===== src/utf8vr_pkg.sv =====
// shared types, constants and byte classification for the utf-8 repair core
package utf8vr_pkg;

    localparam logic [7:0] LEAD2_LO  = 8'hc2;
    localparam logic [7:0] LEAD2_HI  = 8'hdf;
    localparam logic [7:0] LEAD3_LO  = 8'he0;
    localparam logic [7:0] LEAD3_HI  = 8'hef;
    localparam logic [7:0] LEAD4_LO  = 8'hf0;
    localparam logic [7:0] LEAD4_HI  = 8'hf4;
    localparam logic [7:0] CONT_MASK = 8'hc0;
    localparam logic [7:0] CONT_TAG  = 8'h80;
    localparam logic [7:0] LIM_A0    = 8'ha0;
    localparam logic [7:0] LEAD_ED   = 8'hed;
    localparam logic [7:0] LIM_90    = 8'h90;
    localparam logic [7:0] REPL0     = 8'hef;
    localparam logic [7:0] REPL1     = 8'hbf;
    localparam logic [7:0] REPL2     = 8'hbd;

    localparam int RUN_MAX = 6;

    // lead classes
    localparam logic [2:0] LW_BAD   = 3'd0;
    localparam logic [2:0] LW_ASCII = 3'd1;
    localparam logic [2:0] LW_TWO   = 3'd2;
    localparam logic [2:0] LW_THREE = 3'd3;
    localparam logic [2:0] LW_FOUR  = 3'd4;

    // bytes released by one input beat
    typedef struct packed {
        logic [2:0]               count;
        logic [RUN_MAX-1:0][7:0]  bytes;
        logic [RUN_MAX-1:0]       repl;
        logic                     string_end;
        logic                     valid;
    } t_run;

    function automatic logic [2:0] lead_width(input logic [7:0] b);
        logic [2:0] w;
        if (b < CONT_TAG) begin
            w = LW_ASCII;
        end else if (b >= LEAD2_LO && b <= LEAD2_HI) begin
            w = LW_TWO;
        end else if (b >= LEAD3_LO && b <= LEAD3_HI) begin
            w = LW_THREE;
        end else if (b >= LEAD4_LO && b <= LEAD4_HI) begin
            w = LW_FOUR;
        end else begin
            w = LW_BAD;
        end
        return w;
    endfunction

    function automatic logic second_ok(input logic [7:0] lead, input logic [7:0] b);
        logic ok;
        ok = 1'b1;
        if (lead == LEAD3_LO && b < LIM_A0) ok = 1'b0;
        if (lead == LEAD_ED && b >= LIM_A0) ok = 1'b0;
        if (lead == LEAD4_LO && b < LIM_90) ok = 1'b0;
        if (lead == LEAD4_HI && b >= LIM_90) ok = 1'b0;
        return ok;
    endfunction

endpackage


===== src/utf8vr_decode.sv =====
// sequence state and per-beat run builder
module utf8vr_decode (
    input  logic               i_clk,
    input  logic               i_rst_n,
    input  logic               i_take,
    input  logic [7:0]         i_byte,
    input  logic               i_last,
    output utf8vr_pkg::t_run   o_run
);

    logic [2:0][7:0] r_pend;
    logic [2:0][7:0] n_pend;
    logic [1:0]      r_cnt;
    logic [1:0]      n_cnt;
    logic [2:0]      r_wid;
    logic [2:0]      n_wid;
    logic            r_err;
    logic            n_err;

    always_comb begin
        utf8vr_pkg::t_run run;
        logic [2:0] n;
        logic       lead_mode;
        logic       ok;
        logic       do_lead;
        logic [2:0] lw;

        run     = '0;
        n       = 3'd0;
        n_pend  = r_pend;
        n_cnt   = r_cnt;
        n_wid   = r_wid;
        n_err   = r_err;
        do_lead = 1'b0;
        ok      = 1'b0;

        lead_mode = (r_cnt == 2'd0) || (r_wid < 3'd2) || (r_wid > 3'd4)
                    || ({1'b0, r_cnt} >= r_wid);

        if (lead_mode) begin
            n_cnt   = 2'd0;
            n_wid   = 3'd0;
            do_lead = 1'b1;
        end else begin
            ok = (i_byte & utf8vr_pkg::CONT_MASK) == utf8vr_pkg::CONT_TAG;
            if (ok && r_cnt == 2'd1) ok = utf8vr_pkg::second_ok(r_pend[0], i_byte);
            if (ok) begin
                if ({1'b0, r_cnt} + 3'd1 == r_wid) begin
                    // sequence complete: release held bytes then this one
                    run.bytes[0] = r_pend[0];
                    n = 3'd1;
                    if (r_cnt >= 2'd2) begin
                        run.bytes[1] = r_pend[1];
                        n = 3'd2;
                    end
                    if (r_cnt == 2'd3) begin
                        run.bytes[2] = r_pend[2];
                        n = 3'd3;
                    end
                    run.bytes[n] = i_byte;
                    n = n + 3'd1;
                    n_cnt = 2'd0;
                    n_wid = 3'd0;
                end else begin
                    case (r_cnt)
                        2'd1:    n_pend[1] = i_byte;
                        2'd2:    n_pend[2] = i_byte;
                        default: n_pend[0] = i_byte;
                    endcase
                    n_cnt = r_cnt + 2'd1;
                end
            end else begin
                run.bytes[0] = utf8vr_pkg::REPL0;
                run.bytes[1] = utf8vr_pkg::REPL1;
                run.bytes[2] = utf8vr_pkg::REPL2;
                run.repl[2:0] = 3'b111;
                n       = 3'd3;
                n_err   = 1'b1;
                n_cnt   = 2'd0;
                n_wid   = 3'd0;
                do_lead = 1'b1;
            end
        end

        // breaking byte is retried as a new lead
        if (do_lead) begin
            lw = utf8vr_pkg::lead_width(i_byte);
            if (lw == utf8vr_pkg::LW_ASCII) begin
                run.bytes[n] = i_byte;
                n = n + 3'd1;
            end else if (lw == utf8vr_pkg::LW_BAD) begin
                run.bytes[n] = utf8vr_pkg::REPL0;
                run.repl[n]  = 1'b1;
                run.bytes[n + 3'd1] = utf8vr_pkg::REPL1;
                run.repl[n + 3'd1]  = 1'b1;
                run.bytes[n + 3'd2] = utf8vr_pkg::REPL2;
                run.repl[n + 3'd2]  = 1'b1;
                n = n + 3'd3;
                n_err = 1'b1;
            end else begin
                n_pend[0] = i_byte;
                n_cnt     = 2'd1;
                n_wid     = lw;
            end
        end else begin
            lw = utf8vr_pkg::LW_BAD;
        end

        if (i_last) begin
            // prefix cut off by the end of the string
            if (n_cnt != 2'd0) begin
                run.bytes[n] = utf8vr_pkg::REPL0;
                run.repl[n]  = 1'b1;
                run.bytes[n + 3'd1] = utf8vr_pkg::REPL1;
                run.repl[n + 3'd1]  = 1'b1;
                run.bytes[n + 3'd2] = utf8vr_pkg::REPL2;
                run.repl[n + 3'd2]  = 1'b1;
                n = n + 3'd3;
                n_err = 1'b1;
            end
            run.string_end = 1'b1;
            run.valid      = !n_err;
            n_cnt = 2'd0;
            n_wid = 3'd0;
            n_err = 1'b0;
        end

        run.count = n;
        o_run     = run;
    end

    always_ff @(posedge i_clk) begin
        if (!i_rst_n) begin
            r_cnt <= 2'd0;
            r_wid <= 3'd0;
            r_err <= 1'b0;
        end else if (i_take) begin
            r_cnt <= n_cnt;
            r_wid <= n_wid;
            r_err <= n_err;
        end
    end

    always_ff @(posedge i_clk) begin
        if (i_take) begin
            r_pend <= n_pend;
        end
    end

endmodule


===== src/utf8vr_emit.sv =====
// run register that hands out one byte per output beat
module utf8vr_emit (
    input  logic               i_clk,
    input  logic               i_rst_n,
    input  logic               i_load,
    input  utf8vr_pkg::t_run   i_run,
    output logic               o_can_load,
    output logic               o_valid,
    input  logic               i_ready,
    output logic [7:0]         o_byte,
    output logic               o_run_last,
    output logic               o_string_end,
    output logic               o_replaced,
    output logic               o_string_valid
);

    utf8vr_pkg::t_run r_run;
    logic [2:0]       r_idx;
    logic             r_busy;
    logic             at_end;

    assign at_end         = (r_idx == r_run.count - 3'd1);
    assign o_valid        = r_busy;
    assign o_byte         = r_run.bytes[r_idx];
    assign o_replaced     = r_run.repl[r_idx];
    assign o_run_last     = at_end;
    assign o_string_end   = at_end && r_run.string_end;
    assign o_string_valid = at_end && r_run.string_end && r_run.valid;
    assign o_can_load     = !r_busy || (i_ready && at_end);

    always_ff @(posedge i_clk) begin
        if (!i_rst_n) begin
            r_busy <= 1'b0;
            r_idx  <= 3'd0;
        end else if (i_load && i_run.count != 3'd0) begin
            r_busy <= 1'b1;
            r_idx  <= 3'd0;
        end else if (r_busy && i_ready) begin
            if (at_end) begin
                r_busy <= 1'b0;
            end else begin
                r_idx <= r_idx + 3'd1;
            end
        end
    end

    always_ff @(posedge i_clk) begin
        if (i_load && i_run.count != 3'd0) begin
            r_run <= i_run;
        end
    end

endmodule


===== src/utf8_validate_and_repair_core.sv =====
// utf-8 validate and repair core: top level
//
//  channel  | valid    | ready    | payload
//  ---------+----------+----------+-----------------------------------------------
//  in       | i_valid  | o_ready  | i_in_byte, i_in_last
//  out      | o_valid  | i_ready  | o_out_byte, o_out_run_last, o_out_string_end,
//           |          |          | o_out_replaced, o_string_valid
//
// an input beat is decoded in the cycle it is accepted and its run (0 to 6 bytes)
// lands in the run register; the run register sends one byte per output beat.
// a run holds the run register until its last byte is sent, so with i_ready high plain
// ascii flows at one byte per cycle and a new input is taken on the last beat of a run.
// synchronous active-low reset clears the sequence state and empties the run register.
// a stall on the output holds the current byte and blocks input once the run is pending.
module utf8_validate_and_repair_core (
    input  logic       i_clk,
    input  logic       i_rst_n,
    input  logic       i_valid,
    output logic       o_ready,
    input  logic [7:0] i_in_byte,
    input  logic       i_in_last,
    output logic       o_valid,
    input  logic       i_ready,
    output logic [7:0] o_out_byte,
    output logic       o_out_run_last,
    output logic       o_out_string_end,
    output logic       o_out_replaced,
    output logic       o_string_valid
);

    utf8vr_pkg::t_run run;
    logic             take;
    logic             can_load;

    assign o_ready = can_load;
    assign take    = i_valid && can_load;

    utf8vr_decode u_decode (
        .i_clk   (i_clk),
        .i_rst_n (i_rst_n),
        .i_take  (take),
        .i_byte  (i_in_byte),
        .i_last  (i_in_last),
        .o_run   (run)
    );

    utf8vr_emit u_emit (
        .i_clk          (i_clk),
        .i_rst_n        (i_rst_n),
        .i_load         (take),
        .i_run          (run),
        .o_can_load     (can_load),
        .o_valid        (o_valid),
        .i_ready        (i_ready),
        .o_byte         (o_out_byte),
        .o_run_last     (o_out_run_last),
        .o_string_end   (o_out_string_end),
        .o_replaced     (o_out_replaced),
        .o_string_valid (o_string_valid)
    );

endmodule


===== config.mk =====
export PLATFORM = sky130hd
export DESIGN_NAME = utf8_validate_and_repair_core
export DESIGN_NICKNAME = d
export VERILOG_FILES = /design/src/utf8vr_pkg.sv /design/src/utf8vr_decode.sv /design/src/utf8vr_emit.sv /design/src/utf8_validate_and_repair_core.sv
export SDC_FILE = /design/constraint.sdc
export NUM_CORES = 1
export LEC_CHECK = 0
export CAP_MARGIN = 10
export CORE_ASPECT_RATIO = 1.5
export CORE_UTILIZATION = 45
export DETAILED_ROUTE_END_ITERATION = 10
export DONT_BUFFER_PORTS = 1
export PLACE_DENSITY = 0.61
export SETUP_SLACK_MARGIN = 0.05
export SYNTH_ARGS = -nofsm -noshare
export SYNTH_HDL_FRONTEND = slang
export SYNTH_HIERARCHICAL = 1
export SYNTH_SLANG_ARGS = --single-unit

===== constraint.sdc =====
create_clock -name i_clk -period 13.23 [get_ports i_clk]
set_input_delay 3.3075 -clock i_clk [delete_from_list [all_inputs] [get_ports i_clk]]
set_output_delay 3.3075 -clock i_clk [all_outputs]
set_load 0.03 [all_outputs]

Yosys cells after proc, flatten, opt, wreduce, memory -nomap -nowiden
Index checks and enable logic that the tools add are counted.
{ "totals": {"inputBits": 13, "elab_cells": 247, "ff_bits": 93, "out_inout_bits": 14} }
{ "op_classes": {"n_reduce_logical": 39, "n_mux": 110, "n_eq_ne": 11, "addsub": 11, "magnitude_cmp": 30, "bitwise_logic": 28} }
{ "op_table": {"columns": ["operator", "count"], "rows": [
  ["$mux 8", 23],
  ["$demux 8 s3", 7],
  ["$or 42x42->42", 4],
  ["$mux 54", 3],
  ["$mux 48", 3],
  ["$bwmux 48", 2],
  ["$mux 3", 25],
  ["$or 36x36->36", 2],
  ["$mux 56", 1],
  ["$mux 24", 2],
  ["$ge 8x8->1 const B", 5],
  ["$eq 8x8->1 const B", 4],
  ["$lt 3x4->1 const B", 8],
  ["$or 6x6->6", 5],
  ["$mux 1", 26],
  ["$and 12x12->12", 2],
  ["$and 6x6->6", 4],
  ["$bmux 8 s3", 1],
  ["$le 8x8->1 const B", 3],
  ["$lt 8x8->1 const B", 3],
  ["$not 12->12", 2],
  ["$not 6->6", 4],
  ["$ge 3x1->1 const B", 7],
  ["$logic_and 1x1->1", 21],
  ["28 further kinds", 62]
]} }

Depth between registers and ports, before layout
Gate-level depths: netlist (run 1).
{ "logic_depth": {"word_depth": 30, "depth_mapped": 23, "ltp_nobuf": 21} }

Hierarchy
Netlist (run 1), hierarchy kept.
{ "by_module_without_submodules": {"columns": ["module", "cells_each", "seq_area_each_um2", "instances", "area_each_um2"], "rows": [
  ["utf8vr_decode", 337, 840.8, 1, 2954.1],
  ["utf8vr_emit", 136, 1851.8, 1, 2518.7],
  ["utf8_validate_and_repair_core", 1, 0.0, 1, 6.3]
]} }

Worst setup path after synthesis (run 1)
No wires, ideal clock.
{ "synth_timing": {"path_type": "input -> register", "start": "in i_in_byte[4]", "end": "reg u_emit.r_busy, in the netlist u_emit/o_valid", "arrival_ps": 7750, "path_buffers": 2, "slack_ps": 5338, "setup_time_ps": 141, "cell_stages": 21, "t_required_ps": 13089, "path_cell_list": "buf_2 > a211o_1 > nor4_1 > o22a_2 > nor2_1 > a21oi_1 > ha_1 > inv_1 > o22ai_1 > a31oi_1 > o22a_1 > inv_1 > ha_1 > inv_1 > clkbuf_1 > nor2_1 > a21oi_1 > o31ai_2 > inv_2 > o21ai_0 > a31oi_1"} }
{ "synth_lines": {"columns": ["element", "line_no", "text"], "rows": [
  ["start: declaration", "utf8_validate_and_repair_core.sv:20", "input logic [7:0] i_in_byte,"],
  ["end signal: assignment", "utf8vr_emit.sv:33", "r_busy <= 1'b0;"],
  ["end signal: assignment", "utf8vr_emit.sv:36", "r_busy <= 1'b1;"],
  ["end signal: assignment", "utf8vr_emit.sv:40", "r_busy <= 1'b0;"],
  ["end: declaration", "utf8vr_emit.sv:19", "logic r_busy;"]
]} }

==> results of run 1 <==
final cells by class:
type,count,share of cell area [%]
flip-flops and latches,93,46.0
multi-input cells,320,42.8
clock buffers,9,3.85
well taps,153,3.27
inverters,33,2.11
clock inverters,7,1.28
repair buffers,4,0.726
per-layer routing:
metal | up-vias | part of all wire (%) | GRT usage (%)
met5 | - | 0 | 0
met1 | 1932 | 40 | 27.4
met4 | 0 | 2.7 | 10.1
li1 | 1833 | - | -
met2 | 107 | 53 | 42.5
met3 | 30 | 4.2 | 3.61
worst max-delay path: cells and delay by family:
family | cells | cell delay [ps]
adder cells (fa/ha/maj) | 2 | 970
AO/OA/AOI/OAI | 8 | 1940
AND/OR/NAND/NOR | 3 | 850
buffers and inverters | 5 | 1110
through the flow:
step                total power [W]  setup WS, ps  std cells  util, %  hold slack [ps]
floorplan                  0.000431          5340        475        -              428
global placement           0.000446          4680        602     46.3              453
detailed placement         0.000448          4440        602     46.3              467
CTS                        0.000703          4780        618     48.8              482
global route               0.000722          4670        619     49.0              518
finish                     0.000700          5120        619     49.0              476
cells by family after synthesis:
family / count (synthesis) / share of synthesized area, %
AND/OR/NAND/NOR: 125 / 12.6
other: 1 / 0.0684
XOR/XNOR: 10 / 2.12
flip-flops: 93 / 49.1
multiplexers: 34 / 8.52
buffers and inverters: 62 / 5.18
adder cells (fa/ha/maj): 13 / 2.97
AO/OA/AOI/OAI: 136 / 19.4
power groups by stage:
stage	combinational (W)	clock, W	sequential, W
final	0.0000859	0.000257	0.000356
after global placement	0.0000833	0	0.000363
after global routing	0.0000931	0.000271	0.000359
after floorplan	0.0000727	0	0.000358
after CTS	0.0000847	0.000261	0.000357
after detailed placement	0.0000843	0	0.000364
flip-flops by register name, summed over array words and instances (netlist names):
signal           cells
u_decode/r_cnt       2
u_decode/r_err       1
u_decode/r_pend     24
u_decode/r_wid       3
u_emit/o_valid       1
u_emit/r_idx         3
u_emit/r_run        59
worst max-delay path by stage:
stage / from / end / slack [ps]
floorplan: i_in_byte[4] / u_emit/o_valid$_SDFFE_PN0P_ / 5340
global placement: i_in_byte[7] / u_emit/o_valid$_SDFFE_PN0P_ / 4680
detailed placement: i_in_byte[7] / u_emit/o_valid$_SDFFE_PN0P_ / 4440
CTS: i_in_byte[7] / u_emit/o_valid$_SDFFE_PN0P_ / 4780
global route: i_in_byte[7] / u_emit/r_run[29]$_DFFE_PP_ / 4670
finish: i_in_byte[7] / u_emit/r_run[11]$_DFFE_PP_ / 5120
cell usage in the layout (no fill, tap or decap), types with 11 or more instances in the layout:
cell type / n
mux2i_1: 14
a21oi_1: 23
o22ai_1: 13
edfxtp_1: 83
ha_1: 13
nor2_1: 13
inv_1: 31
nand2_1: 38
mux2_2: 11
o21ai_0: 22
==> out/results.ini, run 1 <==
[setup_path]
cp_max_fo = 47
r2r_end = u_emit/r_run[11]$_DFFE_PP_
critPathKind = input port to register
r2r_slack_ps = 7120
path_cells = a211o_1, nor4_1, o22a_2, nor2_1, a21oi_1, ha_1, inv_1, o22ai_1, a31oi_1, o22a_1, inv_1, ha_1, inv_1, nor2_1, a21oi_1, o31ai_2, inv_2, buf_12
critPathLaunchType = input port
end_kind = register
cpMostUsedCell = inv_1
r2r_start = u_decode/r_cnt[1]$_SDFFE_PN0P_
r2r_cells = 20
cp.required_ps = 13320
worst-endpoint-arrival_ps = 8200
max_stage_delay_ps = 590
cp_slowest_cell = ha_1

[place]
placed_cell_area_mm2 = 0.00554
port-buffer-count = 0
gp_congestion = 0.962
dp_hpwl_mm = 10.1

[sta]
timing.final.hold_violations = 0
fmax_mhz = 123
worst_pin_slew_ps = 1210
drv_slew = 0
period_minus_slack_ps = 8110
setup_viol = 0
skew_ps = 8.79
rsz0062_at_grt = no
slew_headroom_pct = 19.0
min_period_over_period_pct = 61.3
tns_ps = 0

[clocking]
cts_inserted_buffers = 9
cts_root_buf = clkbuf_16
cts_tree = done
clkSinkCount = 93
clock_latency_ps = 350
clkTransAtPathRegs_ps = 70
post_cts_buffers = 0
hold_buffers = 0
cts_max_path_buffers = 2
h-tree-depth = 3
ctsResizeCount = 0

[drt]
ant_nets = 0
drc_errors = 0
vias = 3902
drt-total-wl_mm = 14.0
drt_first_pass_iters = 5
drt_iter0_drc = 300
avgRoutedWirePerCell_um = 22.6
via_per_inst = 6.30

[worst_hold_path]
hp-class = register to register
hold_depth = 2
hold_end = u_decode/r_err$_SDFFE_PN0P_
min_from = u_decode/r_err$_SDFFE_PN0P_

[die]
die-area_mm2 = 0.0126
rows = 49
start_util_pct = 45.8
fp.dieH_um = 137
ios = 27
core_area_mm2 = 0.0120
die_w_um = 92.1

[power]
power_leakage_nw = 2.06
power_frac_clock_pct = 36.8
p_seq_share_pct = 51.0
p_per_area_mw_per_mm2 = 119
switching_share_pct = 27.3
switching_power_w = 0.000191
intPower_w = 0.000509
vdd_drop_max_uv = 90.0
comb_power_share_pct = 12.3

[synthesis]
ys_types = 85
synth-edff-count = 83
synthTopCellsByCount = edfxtp_1 (83), nand2_1 (38), inv_1 (31)
synth_cells = 474
synth_seq_cells = 93
yosysMostFrequentCell = edfxtp_1
synthArstFlopShare_pct = 0
avgSynthCellArea_um2 = 11.6
yosys.area.top_type = edfxtp_1
ys_seq_area_share_pct = 49.1
synth_area_leaders = edfxtp_1 (45%), mux4_2 (3.7%), dfxtp_1 (3.7%)
synth-main-ff-cell = edfxtp_1
yosysWarnings = 6
netlist_area_mm2 = 0.00548
synth_top_area_share_pct = 45.5

[global_routing]
grt_pass1_wl_mm = 22.2
grt_pass1_vias = 3924
track_usage_pct = 23.5
grt_max_degree = 61
gr-total-overflow = 0
antenna_found_initial = 0

[cells_and_area]
drive_gt1_share_pct = 14.6
nFillCells = 1093
register_area_mm2 = 0.00269
finalNetCount = 487
final_area_mm2 = 0.00586
synthToLayoutAreaGrowth_pct = 6.90
multi_input_area_mm2 = 0.00251
antennaDiodeCount = 0

[run_status]
status = completed

[run]
drv_cap = 0

Power figures use the tool's default switching activity.
==> run 2, diff against run 1 <==
--- a/config.mk
+++ b/config.mk
@@ -5,12 +5,13 @@
 export SDC_FILE = /design/constraint.sdc
 export NUM_CORES = 1
 export LEC_CHECK = 0
+export ABC_AREA = 1
 export CAP_MARGIN = 10
 export CORE_ASPECT_RATIO = 1.5
 export CORE_UTILIZATION = 45
 export DETAILED_ROUTE_END_ITERATION = 10
 export DONT_BUFFER_PORTS = 1
-export PLACE_DENSITY = 0.61
+export PLACE_DENSITY = 0.63
 export SETUP_SLACK_MARGIN = 0.05
 export SYNTH_ARGS = -nofsm -noshare
 export SYNTH_HDL_FRONTEND = slang
==> constraint.sdc (replaced) <==
create_clock -name i_clk -period 6.8 [get_ports i_clk]
set_input_delay 1.7 -clock i_clk [delete_from_list [all_inputs] [get_ports i_clk]]
set_output_delay 1.7 -clock i_clk [all_outputs]
set_load 0.03 [all_outputs]
==> out/results.ini, run 2 <==
[drt]
drt_first_pass_iters = 4
drc_errors = 0
via_per_inst = 5.68
drt-total-wl_mm = 14.6
vias = 4488
ant_nets = 0
drt_iter0_drc = 268
avgRoutedWirePerCell_um = 18.5

[setup_path]
critPathKind = input port to register
cpMostUsedCell = nand2_1
cp.required_ps = 6840
path_cells = inv_1, nand3_1, nand2_1, nand2_1, nand2_1, nand3_2, nand2_2, nand2_2, nand2_2, ha_1, inv_1, nand2_1, nand3_1, nand2_1, o21ai_0, ha_1, o21ai_0, o31ai_1, inv_2, buf_12
cp_max_fo = 35
critPathLaunchType = input port
max_stage_delay_ps = 450
cp_slowest_cell = inv_2
end_kind = register
path_buf_inv = 4
worst-endpoint-arrival_ps = 5430
critPathTopFamily = simple AND/OR/NAND/NOR gates

[synthesis]
synth-main-ff-cell = edfxtp_1
synthTopCellsByCount = nand2_1 (134), edfxtp_1 (83), inv_1 (68)
ys_seq_area_share_pct = 48.7
yosysWarnings = 6
synthArstFlopShare_pct = 0
netlist_area_mm2 = 0.00553
synth_area_leaders = edfxtp_1 (45%), nand2_1 (9.1%), o21ai_0 (6.1%)
synth_top_area_share_pct = 45.1
synth-edff-count = 83
synth_cells = 641
ys_types = 44
avgSynthCellArea_um2 = 8.63
yosysMostFrequentCell = nand2_1
yosys.area.top_type = edfxtp_1
synth_seq_cells = 93

[sta]
period_minus_slack_ps = 5390
timing.final.hold_violations = 0
fmax_mhz = 185
tns_ps = 0
slew_headroom_pct = 37.2
setup_ws_ps = 1410
setup_viol = 0
min_period_over_period_pct = 79.3
rsz0062_at_grt = no
worst_pin_slew_ps = 941
skew_ps = 5.73
drv_slew = 0

[power]
p_per_area_mw_per_mm2 = 225
power_leakage_nw = 2.39
vdd_drop_max_uv = 129

[global_routing]
track_usage_pct = 24.2
grt_pass1_vias = 4404
gr-total-overflow = 0
grt_pass1_wl_mm = 23.0
grt_max_degree = 36
antenna_found_initial = 0

[clocking]
clkSinkCount = 93
post_cts_buffers = 0
cts_tree = done
cts_inserted_buffers = 9
h-tree-depth = 3
cts_root_buf = clkbuf_16
clkTransAtPathRegs_ps = 70
clock_latency_ps = 340
hold_buffers = 0
ctsResizeCount = 0
cts_max_path_buffers = 2

[run]
drv_cap = 0

[die]
rows = 49
start_util_pct = 46.3
die-area_mm2 = 0.0127
die_w_um = 92.5
core_area_mm2 = 0.0120
ios = 27
fp.dieH_um = 138

[place]
dp_hpwl_mm = 11.3
dp_slack_ps = 1110
port-buffer-count = 0
gp_congestion = 0.996

[cells_and_area]
final_util_pct = 49.4
finalNetCount = 658
top_regs = u_emit/r_run x59, u_decode/r_pend x24
regMostFlops = u_emit/r_run
final_common_cell = nand2_1
final_cell_mix = nand2_1 (134), edfxtp_1 (83), inv_1 (67), o21ai_0 (67), nor2_1 (51)
largest_register_ffs = 59
synthToLayoutAreaGrowth_pct = 6.79
drive_gt1_share_pct = 8.01
antennaDiodeCount = 0

[run_status]
status = completed

[worst_hold_path]
hp-class = register to register

run 2: cell count changes in the layout (fill, tap and decap cells not counted), moves of 10 or more:
cell / previous run / this run
nand2_1: 38 / 134
o21ai_0: 22 / 67
nor2_1: 13 / 51
inv_1: 31 / 67
nand3_1: 10 / 44
nand4_1: 5 / 32
mux2_2: 11 / 0
or3_1: 10 / 0
run 2: area by class of cell:
cell class / instances / area (um2)
Clock buffer: 9 / 225
Clock inverter: 7 / 58.8
Fill cell: 1157 / 6050
Inverter: 74 / 283
Multi-Input combinational cell: 451 / 2420
Sequential cell: 93 / 2690
Tap cell: 153 / 191
Timing Repair Buffer: 3 / 35.0
run 2: final timing paths:
path | from | endpoint | slack (ps) | cells past startpoint
hold reg to reg | u_emit/r_idx[2]$_SDFFE_PP0P_ | u_emit/r_idx[2]$_SDFFE_PP0P_ | 510 | 2
setup / recovery | i_in_byte[4] | u_emit/r_run[26]$_DFFE_PP_ | 1410 | 20
setup reg to reg | u_decode/r_cnt[1]$_SDFFE_PN0P_ | u_emit/r_run[26]$_DFFE_PP_ | 1570 | 18
hold / removal | u_emit/r_idx[2]$_SDFFE_PP0P_ | u_emit/r_idx[2]$_SDFFE_PP0P_ | 510 | 2
run 2: power breakdown:
group	total [W]	internal, W	switching (W)
Sequential	0.000687	0.000672	0.0000146
Clock	0.000480	0.000254	0.000227
Combinational	0.000162	0.0000397	0.000122
Total	0.00133	0.000965	0.000364
run 2: logic make-up after synthesis:
family	synth area share [%]
AND/OR/NAND/NOR	24.7
multiplexers	1.63
AO/OA/AOI/OAI	13.8
adder cells (fa/ha/maj)	2.94
buffers and inverters	7.62
XOR/XNOR	0.634
flip-flops	48.7
other	0.0678
run 2: worst reg2reg max path, stage by stage, from the launching register on:
cell and delay [ps]:
dfxtp_1 740, inv_1 270, ha_1 250, a21oi_1 110
nand2_1 120, inv_1 550, nand2_2 350, nand2_2 250
ha_1 300, inv_1 110, nand2_1 70, nand3_1 100
nand2_1 60, o21ai_0 150, ha_1 330, o21ai_0 260
o31ai_1 170, inv_2 450, buf_12 300
run 2: metal layers:
metal	GRT usage, %	routed length, um
met4	14.7	715
met1	25.8	5660
met5	0	0
met3	3.26	470
met2	45.0	7760
run 2: stage by stage:
step                      power [W]  hold WS, ps  area [um2]  std cells
after floorplan            0.000822          462        5530        642
after global placement     0.000857          491        5620        774
after detailed placement   0.000861          501        5620        774
after CTS                   0.00134          510        5910        790
after global routing        0.00138          538        5910        790
final                       0.00133          510        5910        790
